--- src/rtl/core/hv_supply_ramp_controller_unit_assert.svh ---
// Assertion macros for the HV supply ramp controller.
// Each use expands to one labeled concurrent assertion on clk.
`ifndef HV_SUPPLY_RAMP_CONTROLLER_UNIT_ASSERT_SVH
`define HV_SUPPLY_RAMP_CONTROLLER_UNIT_ASSERT_SVH

// Checked only outside reset.
`define HVSRC_ASSERT(lbl, prop) \
    lbl: assert property (@(posedge clk) disable iff (!rst_n) prop) \
        else $error("hv ramp controller assertion failed");

// Checked at every edge, reset included.
`define HVSRC_ASSERT_ALWAYS(lbl, prop) \
    lbl: assert property (@(posedge clk) prop) \
        else $error("hv ramp controller assertion failed");

`endif

--- src/rtl/core/hvsrc_pkg.sv ---
// ----------------------------------------------------------------------------
// hvsrc_pkg
// Types and constants shared by the HV supply ramp controller.
// ----------------------------------------------------------------------------
`timescale 1ns / 1ps

package hvsrc_pkg;

    localparam int CFG_BITS   = 12;
    localparam int DRIVE_BITS = 12;
    localparam int VALUE_BITS = 16;

    localparam logic [CFG_BITS-1:0] CAL_LIMIT = 12'd4000;

    // commands
    localparam logic [1:0] CMD_TICK       = 2'd0;
    localparam logic [1:0] CMD_SWITCH_ON  = 2'd1;
    localparam logic [1:0] CMD_SWITCH_OFF = 2'd2;
    localparam logic [1:0] CMD_SET_TARGET = 2'd3;

    // supply status codes
    localparam logic [2:0] ST_OFF   = 3'd0;
    localparam logic [2:0] ST_ON    = 3'd1;
    localparam logic [2:0] ST_UP    = 3'd2;
    localparam logic [2:0] ST_DOWN  = 3'd3;
    localparam logic [2:0] ST_ILOCK = 3'd4;

    // configuration register indexes
    localparam logic [1:0] CFG_MAX_TARGET     = 2'd0;
    localparam logic [1:0] CFG_RAMP_UP_STEP   = 2'd1;
    localparam logic [1:0] CFG_RAMP_DOWN_STEP = 2'd2;

    typedef struct packed {
        logic [CFG_BITS-1:0] max_target;
        logic [CFG_BITS-1:0] ramp_up_step;
        logic [CFG_BITS-1:0] ramp_down_step;
    } cfg_t;

    typedef struct packed {
        logic       run_on;
        logic [2:0] status;
        logic       request;
    } ctrl_t;

    typedef struct packed {
        logic [1:0]            cmd;
        logic [VALUE_BITS-1:0] value;
        logic                  calibration;
        logic                  control_enabled;
        logic                  output_mismatch;
        logic                  output_fault;
    } item_t;

endpackage

--- src/rtl/core/hvsrc_step.sv ---
// ----------------------------------------------------------------------------
// hvsrc_step
// Next-state logic for one command: switch on/off, target clamp, snap and per-tick ramp.
// ----------------------------------------------------------------------------
`timescale 1ns / 1ps

module hvsrc_step #(
    parameter int LEVEL_BITS = 12
) (
    input  hvsrc_pkg::item_t      item,
    input  hvsrc_pkg::cfg_t       cfg,
    input  hvsrc_pkg::ctrl_t      ctrl,
    input  logic [LEVEL_BITS-1:0] cur_level,
    input  logic [LEVEL_BITS-1:0] tgt_level,
    output hvsrc_pkg::ctrl_t      ctrl_next,
    output logic [LEVEL_BITS-1:0] cur_level_next,
    output logic [LEVEL_BITS-1:0] tgt_level_next,
    output logic                  status_changed
);

    logic [LEVEL_BITS-1:0]           up_step;
    logic [LEVEL_BITS-1:0]           down_step;
    logic [LEVEL_BITS-1:0]           lvl;
    logic [LEVEL_BITS-1:0]           tgt;
    logic [LEVEL_BITS-1:0]           diff;
    logic [hvsrc_pkg::CFG_BITS-1:0]  lim;
    logic [hvsrc_pkg::VALUE_BITS-1:0] lim_wide;
    logic [hvsrc_pkg::VALUE_BITS-1:0] clamped;
    hvsrc_pkg::ctrl_t                c;

    assign up_step   = LEVEL_BITS'(cfg.ramp_up_step);
    assign down_step = LEVEL_BITS'(cfg.ramp_down_step);

    always_comb
    begin
        lvl      = cur_level;
        tgt      = tgt_level;
        c        = ctrl;
        diff     = '0;
        lim      = '0;
        lim_wide = '0;
        clamped  = '0;
        case (item.cmd)
            hvsrc_pkg::CMD_TICK:
            begin
                if (!item.control_enabled)
                begin
                    lvl      = '0;
                    c.status = hvsrc_pkg::ST_ILOCK;
                end
                else
                begin
                    if (item.output_mismatch || item.output_fault)
                    begin
                        lvl      = '0;
                        c.run_on = c.request;
                    end
                    if (item.output_fault)
                        c.status = hvsrc_pkg::ST_ILOCK;
                    if (c.run_on)
                    begin
                        if (c.status != hvsrc_pkg::ST_ILOCK)
                        begin
                            if (tgt > lvl)
                            begin
                                c.status = hvsrc_pkg::ST_UP;
                                diff     = tgt - lvl;
                                lvl      = lvl + ((diff < up_step) ? diff : up_step);
                            end
                            else if (tgt < lvl)
                            begin
                                c.status = hvsrc_pkg::ST_DOWN;
                                diff     = lvl - tgt;
                                lvl      = lvl - ((diff < down_step) ? diff : down_step);
                            end
                            else
                                c.status = hvsrc_pkg::ST_ON;
                        end
                    end
                    else if (lvl != '0)
                    begin
                        c.status = hvsrc_pkg::ST_DOWN;
                        lvl      = lvl - ((lvl < down_step) ? lvl : down_step);
                    end
                    else
                    begin
                        // request drops only on the tick that first reaches off
                        if (c.status != hvsrc_pkg::ST_OFF)
                            c.request = 1'b0;
                        c.status = hvsrc_pkg::ST_OFF;
                    end
                end
            end
            hvsrc_pkg::CMD_SWITCH_ON:
            begin
                c.request = 1'b1;
                c.run_on  = 1'b1;
            end
            hvsrc_pkg::CMD_SWITCH_OFF:
                c.run_on = 1'b0;
            hvsrc_pkg::CMD_SET_TARGET:
            begin
                if (item.calibration || (cfg.max_target > hvsrc_pkg::CAL_LIMIT))
                    lim = hvsrc_pkg::CAL_LIMIT;
                else
                    lim = cfg.max_target;
                lim_wide = hvsrc_pkg::VALUE_BITS'(lim);
                clamped  = (item.value < lim_wide) ? item.value : lim_wide;
                tgt      = LEVEL_BITS'(clamped[hvsrc_pkg::CFG_BITS-1:0]);
                diff     = (tgt > lvl) ? (tgt - lvl) : (lvl - tgt);
                if (diff < up_step)
                    lvl = tgt;
            end
            default:
                c = ctrl;
        endcase
    end

    assign ctrl_next      = c;
    assign cur_level_next = lvl;
    assign tgt_level_next = tgt;
    assign status_changed = (c.status != ctrl.status);

endmodule

--- src/rtl/core/hv_supply_ramp_controller_unit.sv ---
// ----------------------------------------------------------------------------
// hv_supply_ramp_controller_unit
// Slew-rate limited ramp controller for one high-voltage supply.
// ----------------------------------------------------------------------------
// Usage:
//   s_axis carries commands: tuser holds the command code (tick, switch on,
//   switch off, set target), tdata the target value and the tick flags.
//   m_axis returns one result transaction per command: drive level, supply
//   status, output request and a status-changed flag.
//   cfg writes max_target (index 0), ramp_up_step (1), ramp_down_step (2);
//   it is always ready; writes are to be made while no command is in flight, the block does not enforce it.
// Path: an accepted command lands in the input register, is evaluated
//   against the stored state and is held in the output register for m_axis.
// Throughput: one command per cycle while m_axis is not stalled; the state
//   update loop (compare, subtract, clamp on the stored level) sets that figure.
// Stall: the input register and the output register each hold one item;
//   with m_axis stalled the block takes up to two more commands, then drops
//   s_axis_tready. Nothing is lost or reordered.
// Reset: rst_n clears the level, target, on/off state, status and request,
//   and loads the configuration defaults (4000, 10, 10). No clearing pass.
// ----------------------------------------------------------------------------
`timescale 1ns / 1ps

`include "hv_supply_ramp_controller_unit_assert.svh"

module hv_supply_ramp_controller_unit #(
    parameter int LEVEL_BITS = 12
) (
    input  logic        clk,
    input  logic        rst_n,
    // command stream
    input  logic        s_axis_tvalid,
    output logic        s_axis_tready,
    // [15:0] value, [16] calibration, [17] control_enabled,
    // [18] output_mismatch, [19] output_fault, [23:20] zero
    input  logic [23:0] s_axis_tdata,
    // [1:0] cmd
    input  logic [1:0]  s_axis_tuser,
    // result stream
    output logic        m_axis_tvalid,
    input  logic        m_axis_tready,
    // [11:0] drive_level, [14:12] supply_status, [15] output_request,
    // [16] status_changed, [23:17] zero
    output logic [23:0] m_axis_tdata,
    // configuration write
    input  logic        cfg_valid,
    output logic        cfg_ready,
    input  logic [1:0]  cfg_index,
    input  logic [11:0] cfg_data
);

    hvsrc_pkg::cfg_t       cfg_reg;
    hvsrc_pkg::ctrl_t      ctrl_reg;
    hvsrc_pkg::ctrl_t      ctrl_next;
    logic [LEVEL_BITS-1:0] cur_level_reg;
    logic [LEVEL_BITS-1:0] cur_level_next;
    logic [LEVEL_BITS-1:0] tgt_level_reg;
    logic [LEVEL_BITS-1:0] tgt_level_next;
    logic                  changed_next;

    hvsrc_pkg::item_t      item_reg;
    logic                  in_valid_reg;
    logic                  out_valid_reg;
    logic [23:0]           out_data_reg;
    logic                  advance;

    assign cfg_ready     = 1'b1;
    assign advance       = in_valid_reg && (!out_valid_reg || m_axis_tready);
    assign s_axis_tready = !in_valid_reg || advance;
    assign m_axis_tvalid = out_valid_reg;
    assign m_axis_tdata  = out_data_reg;

    always_ff @(posedge clk or negedge rst_n)
    begin
        if (!rst_n)
        begin
            cfg_reg.max_target     <= hvsrc_pkg::CAL_LIMIT;
            cfg_reg.ramp_up_step   <= 12'd10;
            cfg_reg.ramp_down_step <= 12'd10;
        end
        else if (cfg_valid && cfg_ready)
        begin
            case (cfg_index)
                hvsrc_pkg::CFG_MAX_TARGET:     cfg_reg.max_target     <= cfg_data;
                hvsrc_pkg::CFG_RAMP_UP_STEP:   cfg_reg.ramp_up_step   <= cfg_data;
                hvsrc_pkg::CFG_RAMP_DOWN_STEP: cfg_reg.ramp_down_step <= cfg_data;
                default:                       cfg_reg                <= cfg_reg;
            endcase
        end
    end

    // input register
    always_ff @(posedge clk or negedge rst_n)
    begin
        if (!rst_n)
            in_valid_reg <= 1'b0;
        else if (s_axis_tready)
            in_valid_reg <= s_axis_tvalid;
    end

    always_ff @(posedge clk)
    begin
        if (s_axis_tready && s_axis_tvalid)
        begin
            item_reg.cmd             <= s_axis_tuser;
            item_reg.value           <= s_axis_tdata[15:0];
            item_reg.calibration     <= s_axis_tdata[16];
            item_reg.control_enabled <= s_axis_tdata[17];
            item_reg.output_mismatch <= s_axis_tdata[18];
            item_reg.output_fault    <= s_axis_tdata[19];
        end
    end

    hvsrc_step #(
        .LEVEL_BITS (LEVEL_BITS)
    ) u_step (
        .item           (item_reg),
        .cfg            (cfg_reg),
        .ctrl           (ctrl_reg),
        .cur_level      (cur_level_reg),
        .tgt_level      (tgt_level_reg),
        .ctrl_next      (ctrl_next),
        .cur_level_next (cur_level_next),
        .tgt_level_next (tgt_level_next),
        .status_changed (changed_next)
    );

    // supply state, committed as each command moves to the output register
    always_ff @(posedge clk or negedge rst_n)
    begin
        if (!rst_n)
        begin
            ctrl_reg.run_on  <= 1'b0;
            ctrl_reg.status  <= hvsrc_pkg::ST_OFF;
            ctrl_reg.request <= 1'b0;
            cur_level_reg    <= '0;
            tgt_level_reg    <= '0;
        end
        else if (advance)
        begin
            ctrl_reg      <= ctrl_next;
            cur_level_reg <= cur_level_next;
            tgt_level_reg <= tgt_level_next;
        end
    end

    // result register
    always_ff @(posedge clk or negedge rst_n)
    begin
        if (!rst_n)
            out_valid_reg <= 1'b0;
        else if (advance)
            out_valid_reg <= 1'b1;
        else if (m_axis_tready)
            out_valid_reg <= 1'b0;
    end

    always_ff @(posedge clk)
    begin
        if (advance)
            out_data_reg <= {7'd0, changed_next, ctrl_next.request, ctrl_next.status,
                             cur_level_next[hvsrc_pkg::DRIVE_BITS-1:0]};
    end

    `HVSRC_ASSERT(a_level_in_range,
        cur_level_reg <= LEVEL_BITS'(hvsrc_pkg::CAL_LIMIT))
    `HVSRC_ASSERT(a_target_in_range,
        tgt_level_reg <= LEVEL_BITS'(hvsrc_pkg::CAL_LIMIT))
    `HVSRC_ASSERT(a_request_drops_at_off,
        $fell(ctrl_reg.request) |-> (ctrl_reg.status == hvsrc_pkg::ST_OFF))
    `HVSRC_ASSERT(a_held_item_kept,
        (in_valid_reg && !advance) |=> in_valid_reg)
    `HVSRC_ASSERT_ALWAYS(a_advance_fills_output,
        (rst_n && advance) |=> (out_valid_reg || !rst_n))

endmodule
--- config.mk ---
export PLATFORM = sky130hd
export DESIGN_NAME = hv_supply_ramp_controller_unit
export DESIGN_NICKNAME = d
export VERILOG_FILES = /design/src/rtl/core/hvsrc_pkg.sv /design/src/rtl/core/hvsrc_step.sv /design/src/rtl/core/hv_supply_ramp_controller_unit.sv
export VERILOG_INCLUDE_DIRS = /design/src /design/src/rtl/core
export SDC_FILE = /design/constraint.sdc
export NUM_CORES = 1
export LEC_CHECK = 0
export ABC_AREA = 1
export BUFFER_PORTS_ARGS = -buffer_cell sky130_fd_sc_hd__buf_2
export CAP_MARGIN = 20
export CORE_MARGIN = 5
export CORE_UTILIZATION = 35
export CTS_CLUSTER_DIAMETER = 80
export DETAILED_ROUTE_END_ITERATION = 10
export GPL_ROUTABILITY_DRIVEN = 0
export SETUP_SLACK_MARGIN = 0.3
export SLEW_MARGIN = 0
export SYNTH_ARGS = -nofsm -noshare
export SYNTH_HDL_FRONTEND = slang
export SYNTH_SLANG_ARGS = --single-unit
--- constraint.sdc ---
create_clock -name clk -period 10.4 [get_ports clk]
set_clock_uncertainty 0.15 [all_clocks]
set_input_delay 2.6 -clock clk [delete_from_list [all_inputs] [get_ports clk]]
set_output_delay 2.6 -clock clk [all_outputs]
set_load 0.02 [all_outputs]
== Word level (Yosys, flattened, before mapping) ==
Cells that the tools add are included.
Operators by class
  add/sub/neg operators: 7
  order comparisons: 9
  eq/ne operators: 8
  muxes and demuxes: 40
  reductions and logical operators: 19
Operators with widths (number)
  $mux 12: 17
  $sub 12x12->12: 6
  $lt 12x12->1: 5
  $gt 12x12->1: 2
  $mux 3: 8
  $pmux 12 s2: 1
  $lt 16x12->1: 1
  $add 12x12->12: 1
  $gt 12x12->1 const B: 1
  $reduce_bool 12->1: 1
  $mux 1: 10
  $reduce_and 2->1: 4
  $eq 2x2->1 const B: 3
  $reduce_bool 3->1: 2
  $eq 2x1->1 const B: 2
  $logic_not 2->1: 2
  $logic_or 1x1->1: 4
  $mux 2: 2
  $ne 3x3->1: 1
  $ne 3x3->1 const B: 1
  $pmux 1 s3: 1
  $reduce_and 3->1: 1
  $logic_and 1x1->1: 2
  $logic_not 1->1: 2
  other kinds (3): 3
Word-level totals
  bits in registers: 106
  bits of input ports: 45
  output and inout port bits: 27

== Longest topological paths before layout ==
Gate-level depths: netlist of run 1.
  depth in word-level cells: 14
  depth in mapped cells: 50
  gate-level depth less buffers: 48

== Cells and area by module ==
A second synthesis of run 1 with hierarchy kept.
Unflattened totals
  cell total of the unflattened synthesis: 1483
  area total of the unflattened synthesis: 10644.0 µm²
By module, submodules not included
  hvsrc_step: times used 1, cells an instance 1136, area an instance 6700.2 µm²
  hv_supply_ramp_controller_unit: times used 1, cells an instance 347, area an instance 3943.8 µm²

== Worst setup path before layout of run 1 ==
OpenSTA, ideal clock, no wires.
  path kind: register to register
  start: reg cfg_reg[31] (netlist bit)
  end: reg out_data_reg[8], in the netlist m_axis_tdata[8], data pin
  setup time: 0.256 ns
  arrival time: 5.772 ns
  setup slack: 4.222 ns
  stages on the path, launching flop included: 44
  cell sequence: dfstp_2 > nand2_1 > nor2_1 > nand2_1 > nand2_1 > nand2_1 > buf_2 > nor2_1 > inv_1 > ha_1 > nand2_1 > nor2_1 > a211oi_1 > nand2_1 > nand2_2 > nand2_4 > buf_8 > o21ai_2 > (+8 left out) > o311ai_1 > nand2_1 > clkbuf_1 > nand3_1 > nand2_1 > xor2_1 > ha_1 > a21oi_1 > o21ai_0 > a21oi_1 > o21ai_1 > a221oi_4 > inv_2 > buf_2 > o21ai_0 > nand2_1 > o21ai_1 > inv_1
Between the ends
  word-level cells in the longest chain between the ends: 11
  elaborated cells on any way between the ends: 13
  those cells by class: add/sub (2); order compare (4); mux (6); reduce/logical (1)
Ends and longest elaborated chain
  from (decl): RTL line hv_supply_ramp_controller_unit.sv:52  | hvsrc_pkg::cfg_t cfg_reg;
  from (signal assigned): RTL line hv_supply_ramp_controller_unit.sv:87  | default: cfg_reg <= cfg_reg;
  $gt 12x12->1: RTL line hvsrc_step.sv:103  | if (item.calibration || (cfg.max_target > hvsrc_pkg::CAL_LIMIT))
  $logic_or 1x1->1: RTL line hvsrc_step.sv:103
  $mux 12 *: RTL line hvsrc_step.sv:103
  $mux 12 *: RTL line hvsrc_step.sv:43  | case (item.cmd)
  $lt 16x12->1: RTL line hvsrc_step.sv:108  | clamped = (item.value < lim_wide) ? item.value : lim_wide;
  $mux 12 *: RTL line hvsrc_step.sv:108
  $sub 12x12->12 or $gt 12x12->1 (tied branches): RTL line hvsrc_step.sv:110  | diff = (tgt > lvl) ? (tgt - lvl) : (lvl - tgt);
  $mux 12: RTL line hvsrc_step.sv:110
  $lt 12x12->1: RTL line hvsrc_step.sv:111  | if (diff < up_step)
  $mux 12 *: RTL line hvsrc_step.sv:111
  $pmux 12 s2 *: RTL line hvsrc_step.sv:43
  net cur_level_next[8]: RTL line hv_supply_ramp_controller_unit.sv:56  | logic [LEVEL_BITS-1:0] cur_level_next;
  to (signal assigned): RTL line hv_supply_ramp_controller_unit.sv:161  | out_data_reg <= {7'd0, changed_next, ctrl_next.request, ctrl_next.status,
  to (decl): RTL line hv_supply_ramp_controller_unit.sv:64  | logic [23:0] out_data_reg;
Mark *: on every way through the listed nets, which the timed path passes. The rest lies on a longest branch. The select of a mux whose other input is x is not followed.
A chain may end at the register's enable or synchronous reset.

== Worst setup path after layout of run 1 ==
  start: reg cfg_reg[31] (netlist bit)
  end: reg out_data_reg[11], in the netlist m_axis_tdata[11], data pin
Same word-level chain as after synthesis.

==> impl_metrics.toml, run 1 <==
[worst_hold_path]
min_to = "cfg_reg[9]$_DFFE_PN0P_"
whs_path_depth = 2
holdCritStartpoint = "cfg_reg[9]$_DFFE_PN0P_"
hold_path_class = "reg2reg"

[yosys]
yosysTopAreaCell = "ha_1"
synth_warnings = 0
ys_ff_latch = 106
synth_area_um2 = 10400
synth_cell_types = 59
synth-edff-count = 39
synthCells = 1408
yosysTopAreaCellShare = 0.165
async_flop_share = 0.632
seq_area_frac_synth = 0.276
synth_ff_type = "dfrtp_1"
synthTopCellsByArea = "ha_1, dfrtp_1, nand2_1, edfxtp_1, inv_1"
postSynthAreaPerCell_um2 = 7.36

[layout]
syn2layout_area_growth_pct = 8.94
drive_above_1_share = 0.110
fin_nets = 1643
design_area_um2 = 11300
antenna_cells = 0
nFillCells = 3162
largest_reg_flops = 36
final_core_utilization = 0.383

[clock_network]
cts_buffer_depth = 2
cts_hold_buf = 0
insertion_delay_ns = 0.37
cts_tree = "built"
path_clk_slew_ns = 0.08
clock-root-buffer = "clkbuf_16"
cts_buffers = 9
htreeDepth = 3
cts_resized = 0
clock-sinks = 106
post_cts.repair.setup_buffers = 0

[setup_path]
r2r_start = "cfg_reg[31]$_DFFE_PN1P_"
crit_arrival_ns = 7.88
ff2ff_path_depth = 41
end_kind = "register"
cp.required_ns = 10.36
worst-setup-path-type = "reg2reg"
slowest_stage = "dfstp_2"
cpPeakStageDelay_ns = 0.59
r2r_setup_slack_ns = 2.48
worstReg2RegEnd = "m_axis_tdata[11]$_DFFE_PP_"
crit_top_cell = "nand2_1"
start_kind = "register"
path_buf_inv = 6
cp_top_family = "compound AO/OA/AOI/OAI gates"
crit_fanout = 23

[grt]
antenna_found_initial = 0
grt_pass1_wl_um = 48700
grt_overflow = 0
grt_usage = 0.186
grt_max_degree = 68
grt_pass1_vias = 9004

[detailed_routing]
topRoutingLayerUsed = "met4"
route.vias.total = 9529
routed_wl_um = 30900
wl_met2_um = 14700
vias_per_cell = 5.15
drc = 0
drtPass1Iterations = 7
ant_nets = 0
dr_wl_met3_um = 1650
drt_iter0_drc = 840
wl_met1_um = 13400
avgRoutedWirePerCell_um = 16.7

[pwr]
p_per_area_nw_per_um2 = 328
p_leak_nw = 5.54
ir_drop_uv = 118

[status]
outcome = "completed"

[run]
drv_cap = 0

[sta]
finalHoldViolCount = 0
setup_viol_count_final = 0
fmax_mhz = 126
tns_ns = 0
rsz0062_at_grt = "no"
min_period_over_period = 0.762
tightest_slew_ns = 0.979
maxSlewViolCount = 0
relSlewSlack = 0.347
fin_crit_ns = 7.92

[floorplan]
core_area_um2 = 29500
die_area_um2 = 33200
start_util = 0.352
die_w_um = 182
fp.dieH_um = 182
num_rows = 63
pin_count = 72

[place]
dp_hpwl_um = 24600
port_buffers = 59
place_area_um2 = 11000
## tightest hold or removal path: cells and delay by family, from the launching register on
kind | cells | cell delay, ns
AOI/OAI and AO/OA | 1 | 0.06
DFF | 1 | 0.35
and+or+nand+nor | 1 | 0.05
## Yosys cell counts, drive strengths merged, types with 13 or more instances
library cell,count
o21ai,193
clkbuf,13
a21oi,126
inv,212
edfxtp,39
buf,27
xor2,38
ha,137
dfrtp,57
nand3,46
nand2,327
nor3,20
nor2,68
## layout by cell type (no fill, tap or decap), drive strengths merged, types with 6 or more instances in the layout
cell,netlist,layout
fa,6,6
o211ai,8,8
ha,137,137
clkbuf,13,10
or2,10,10
a21oi,126,126
inv,212,214
nor3,20,20
a221oi,7,7
xnor2,7,7
edfxtp,39,39
xor2,38,38
o21a,8,8
nand4,11,11
buf,27,70
o21ai,193,193
dfrtp,57,57
nand3,46,46
nor2,68,68
nand2,327,327
conb,2,8
dfstp,10,10
## cell families after synthesis
logic type,count (synthesis),synth area share
simple gates,489,0.201
compound gates,370,0.207
buf+inv,252,0.0998
fa+ha+maj,143,0.177
flops,106,0.276
xor+xnor,45,0.0380
other cells,2,0.000724
mux,1,0.000966
## through the flow
stage	total power, mW	instances	hold slack [ns]	worst slack (ns)
2_1_floorplan	2.66	1414	0.303	4.22
3_3_place_gp	3.27	1834	0.320	2.60
3_5_place_dp	3.32	1834	0.323	2.56
4_1_cts	3.67	1850	0.343	2.49
5_1_grt	4.08	1850	0.369	1.76
6_report	3.70	1850	0.341	2.48
## worst max path at each step
stage	from	to	slack, ns	depth (start not counted)
floorplan	cfg_reg[31]$_DFFE_PN1P_	m_axis_tdata[8]$_DFFE_PP_	4.22	43
global placement	cfg_reg[31]$_DFFE_PN1P_	m_axis_tdata[11]$_DFFE_PP_	2.60	41
detailed placement	cfg_reg[31]$_DFFE_PN1P_	m_axis_tdata[11]$_DFFE_PP_	2.56	41
CTS	cfg_reg[31]$_DFFE_PN1P_	m_axis_tdata[11]$_DFFE_PP_	2.49	41
global route	cfg_reg[31]$_DFFE_PN1P_	m_axis_tdata[11]$_DFFE_PP_	1.76	40
finish	cfg_reg[31]$_DFFE_PN1P_	m_axis_tdata[11]$_DFFE_PP_	2.48	41
## layout make-up
class	count	area, um^2	share of cell area
clock buffers	10	229	0.0203
clock inverters	6	48.8	0.00432
inverters	212	796	0.0705
multi-input cells	1056	6490	0.575
flip-flops and latches	106	2860	0.253
well taps	390	488	0.0432
repair buffers	70	378	0.0335
## routing by layer
| metal | global-route usage | vias to the layer above |
|---|---|---|
| met2 | 0.320 | 277 |
| met3 | 0.0211 | 72 |
| met4 | 0.0760 | 0 |
| li1 | - | 4777 |
| met5 | 0 | - |
| met1 | 0.239 | 4403 |
## power by group
group | total (mW) | switching [mW] | internal, mW
logic | 2.75 | 1.79 | 0.954
clock network | 0.331 | 0.166 | 0.165
registers | 0.620 | 0.0751 | 0.544
total | 3.70 | 2.04 | 1.66
Note: power is estimated with default switching activity, not from simulation.
==> run 2, diff against run 1 <==
Settings changed: ABC_AREA 1 to 0.
Clock period 10.4 ns to 7 ns, I/O delays scaled along.
==> run 2 against run 1 <==
The flow now finishes with violations (negative setup slack); first-iteration DRC count is 13% lower; sequential power rose by 46%; combinational power up 77%; fmax increased by 11%; die area down 2.3%; clock power up 61%; cell count is 5.8% lower; highest routed layer unchanged.
==> impl_metrics.toml, run 2 <==
[detailed_routing]
topRoutingLayerUsed = "met4"
drtPass1Iterations = 5
wl_met1_um = 14400
drc = 0
avgRoutedWirePerCell_um = 19.3
vias_per_cell = 5.47
ant_nets = 0
route.vias.total = 9536
dr_wl_met3_um = 2610
routed_wl_um = 33700
wl_met2_um = 15400
drt_iter0_drc = 734

[worst_hold_path]
min_to = "cfg_reg[14]$_DFFE_PN0P_"
whs_path_depth = 1
hold_path_class = "reg2reg"
holdCritStartpoint = "cfg_reg[14]$_DFFE_PN0P_"

[yosys]
synth_ff_type = "dfrtp_1"
synth_most_common_cell = "ha_1"
synthTopCellsByCount = "ha_1, inv_1, nand2_1"
yosysTopAreaCellShare = 0.170
synthCells = 1158
async_flop_share = 0.632
seq_area_frac_synth = 0.283
synthTopCellsByArea = "ha_1, dfrtp_1, edfxtp_1, mux2_2, o21ai_0"
yosysTopAreaCell = "ha_1"
ys_ff_latch = 106
synth_warnings = 0
synth-edff-count = 39
synth_cell_types = 75
postSynthAreaPerCell_um2 = 8.73
synth_area_um2 = 10100

[grt]
grt_usage = 0.200
grt_pass1_vias = 9441
antenna_found_initial = 0
grt_pass1_wl_um = 51700
grt_overflow = 0
grt_max_degree = 68

[floorplan]
start_util = 0.353
core_area_um2 = 28600
die_area_um2 = 32400
die_w_um = 180
num_rows = 62
pin_count = 72
fp.dieH_um = 180

[clock_network]
cts_buffer_depth = 2
path_clk_slew_ns = 0.09
cts_hold_buf = 0
cts_tree = "built"
insertion_delay_ns = 0.37
cts_buffers = 9
clock-sinks = 106
htreeDepth = 3
clock-root-buffer = "clkbuf_16"

[status]
failed_checks = "negative setup slack"
outcome = "finished with violations"

[setup_path]
ff2ff_path_depth = 35
r2r_setup_slack_ns = -0.11
end_kind = "register"
crit_arrival_ns = 7.21
cpPeakStageDelay_ns = 0.54
cp.required_ns = 7.10
slowest_stage = "dfstp_2"
worst-setup-path-type = "reg2reg"
r2r_start = "cfg_reg[31]$_DFFE_PN1P_"
worstReg2RegEnd = "cur_level_reg[8]$_DFFE_PN0P_"
crit_fanout = 7
start_kind = "register"
crit_start = "cfg_reg[31]$_DFFE_PN1P_"

[layout]
instances_no_fill = 1743
antenna_cells = 0
final_cell_mix = "buf_4, ha_1, inv_1"
largest_reg_flops = 36
fin_nets = 1542
drive_above_1_share = 0.304
nFillCells = 2727
syn2layout_area_growth_pct = 27.8
final_common_cell = "buf_4"

[sta]
fin_crit_ns = 7.11
fmax_mhz = 141
tightest_slew_ns = 0.907
holdWs_ns = 0.361
maxSlewViolCount = 0
fin_ws_ns = -0.113
rsz0062_at_grt = "yes"
setup_viol_count_final = 12
min_period_over_period = 1.02
finalHoldViolCount = 0
relSlewSlack = 0.395

[place]
port_buffers = 59
placedCellCount = 1708
place_ws_ns = -0.395
dp_hpwl_um = 27400

[run]
drv_cap = 0

[pwr]
p_leak_nw = 5.92
p_per_area_nw_per_um2 = 489
p_total_mw = 6.32
ir_drop_uv = 190
run 2: repair_timing:
item                       4_1_cts  5_1_grt
resized for setup               86       45
buffers inserted                15        4
pin swaps                       65       35
setup endpoints to repair       24       24
run 2: through the flow:
| stage | setup TNS, ns | cell area, um^2 | util |
|---|---|---|---|
| final | -0.516 | 12900 | 0.451 |
| after global routing | -6.60 | 12900 | 0.451 |
| after floorplan | 0 | 10300 | - |
| after global placement | -4.66 | 11900 | 0.416 |
| after detailed placement | -6.53 | 11900 | 0.416 |
| after CTS | -0.431 | 12700 | 0.443 |
run 2: cell type report:
type	instances	area (um^2)	share of cell area
clock inverters	7	91.3	0.00707
multi-input cells	900	7250	0.561
inverters	110	413	0.0320
flip-flops and latches	106	2860	0.221
well taps	384	480	0.0372
repair buffers	227	1600	0.124
clock buffers	9	225	0.0174
run 2: cells by family (layout without fill, tap and decap cells):
kind of cell / count (synthesis) / count (layout) / share of synthesized area
DFF: 106 / 106 / 0.283
other: 2 / 8 / 0.000743
buffers and inverters: 158 / 353 / 0.0625
and+or+nand+nor: 304 / 304 / 0.144
adders and majority gates: 143 / 143 / 0.181
muxes: 68 / 68 / 0.0746
xor gates and xnor gates: 54 / 54 / 0.0468
AOI/OAI and AO/OA: 323 / 323 / 0.207
run 2: worst max-delay path: cells and delay by family, from the launching register on:
kind	cells	cell delay, ns
AO/OA/AOI/OAI	14	2.36
AND/OR/NAND/NOR	10	1.34
adder cells (fa/ha/maj)	3	1.02
multiplexers	3	0.92
flip-flops	1	0.54
buffers and inverters	4	0.52
XOR/XNOR	1	0.12
run 2: worst max-delay path by stage:
stage | end | slack, ns | depth (start not counted)
after floorplan | cur_level_reg[9]$_DFFE_PN0P_ | 0.30 | 35
after global placement | m_axis_tdata[10]$_DFFE_PP_ | -0.32 | 31
after detailed placement | cur_level_reg[8]$_DFFE_PN0P_ | -0.40 | 32
after CTS | m_axis_tdata[10]$_DFFE_PP_ | -0.14 | 35
after global routing | m_axis_tdata[10]$_DFFE_PP_ | -0.39 | 33
final | cur_level_reg[8]$_DFFE_PN0P_ | -0.11 | 35
run 2: report_power, final:
group,leakage [nW],switching (mW),internal (mW),total [mW]
Clock,0.152,0.275,0.259,0.534
Combinational,4.58,2.62,2.26,4.88
Sequential,1.19,0.118,0.787,0.905
run 2: per-layer routing:
metal  GRT usage  vias to the layer above
li1            -                     4558
met4      0.0747                        0
met3      0.0311                       73
met2       0.325                      370
met5           0                        -
met1       0.271                     4535
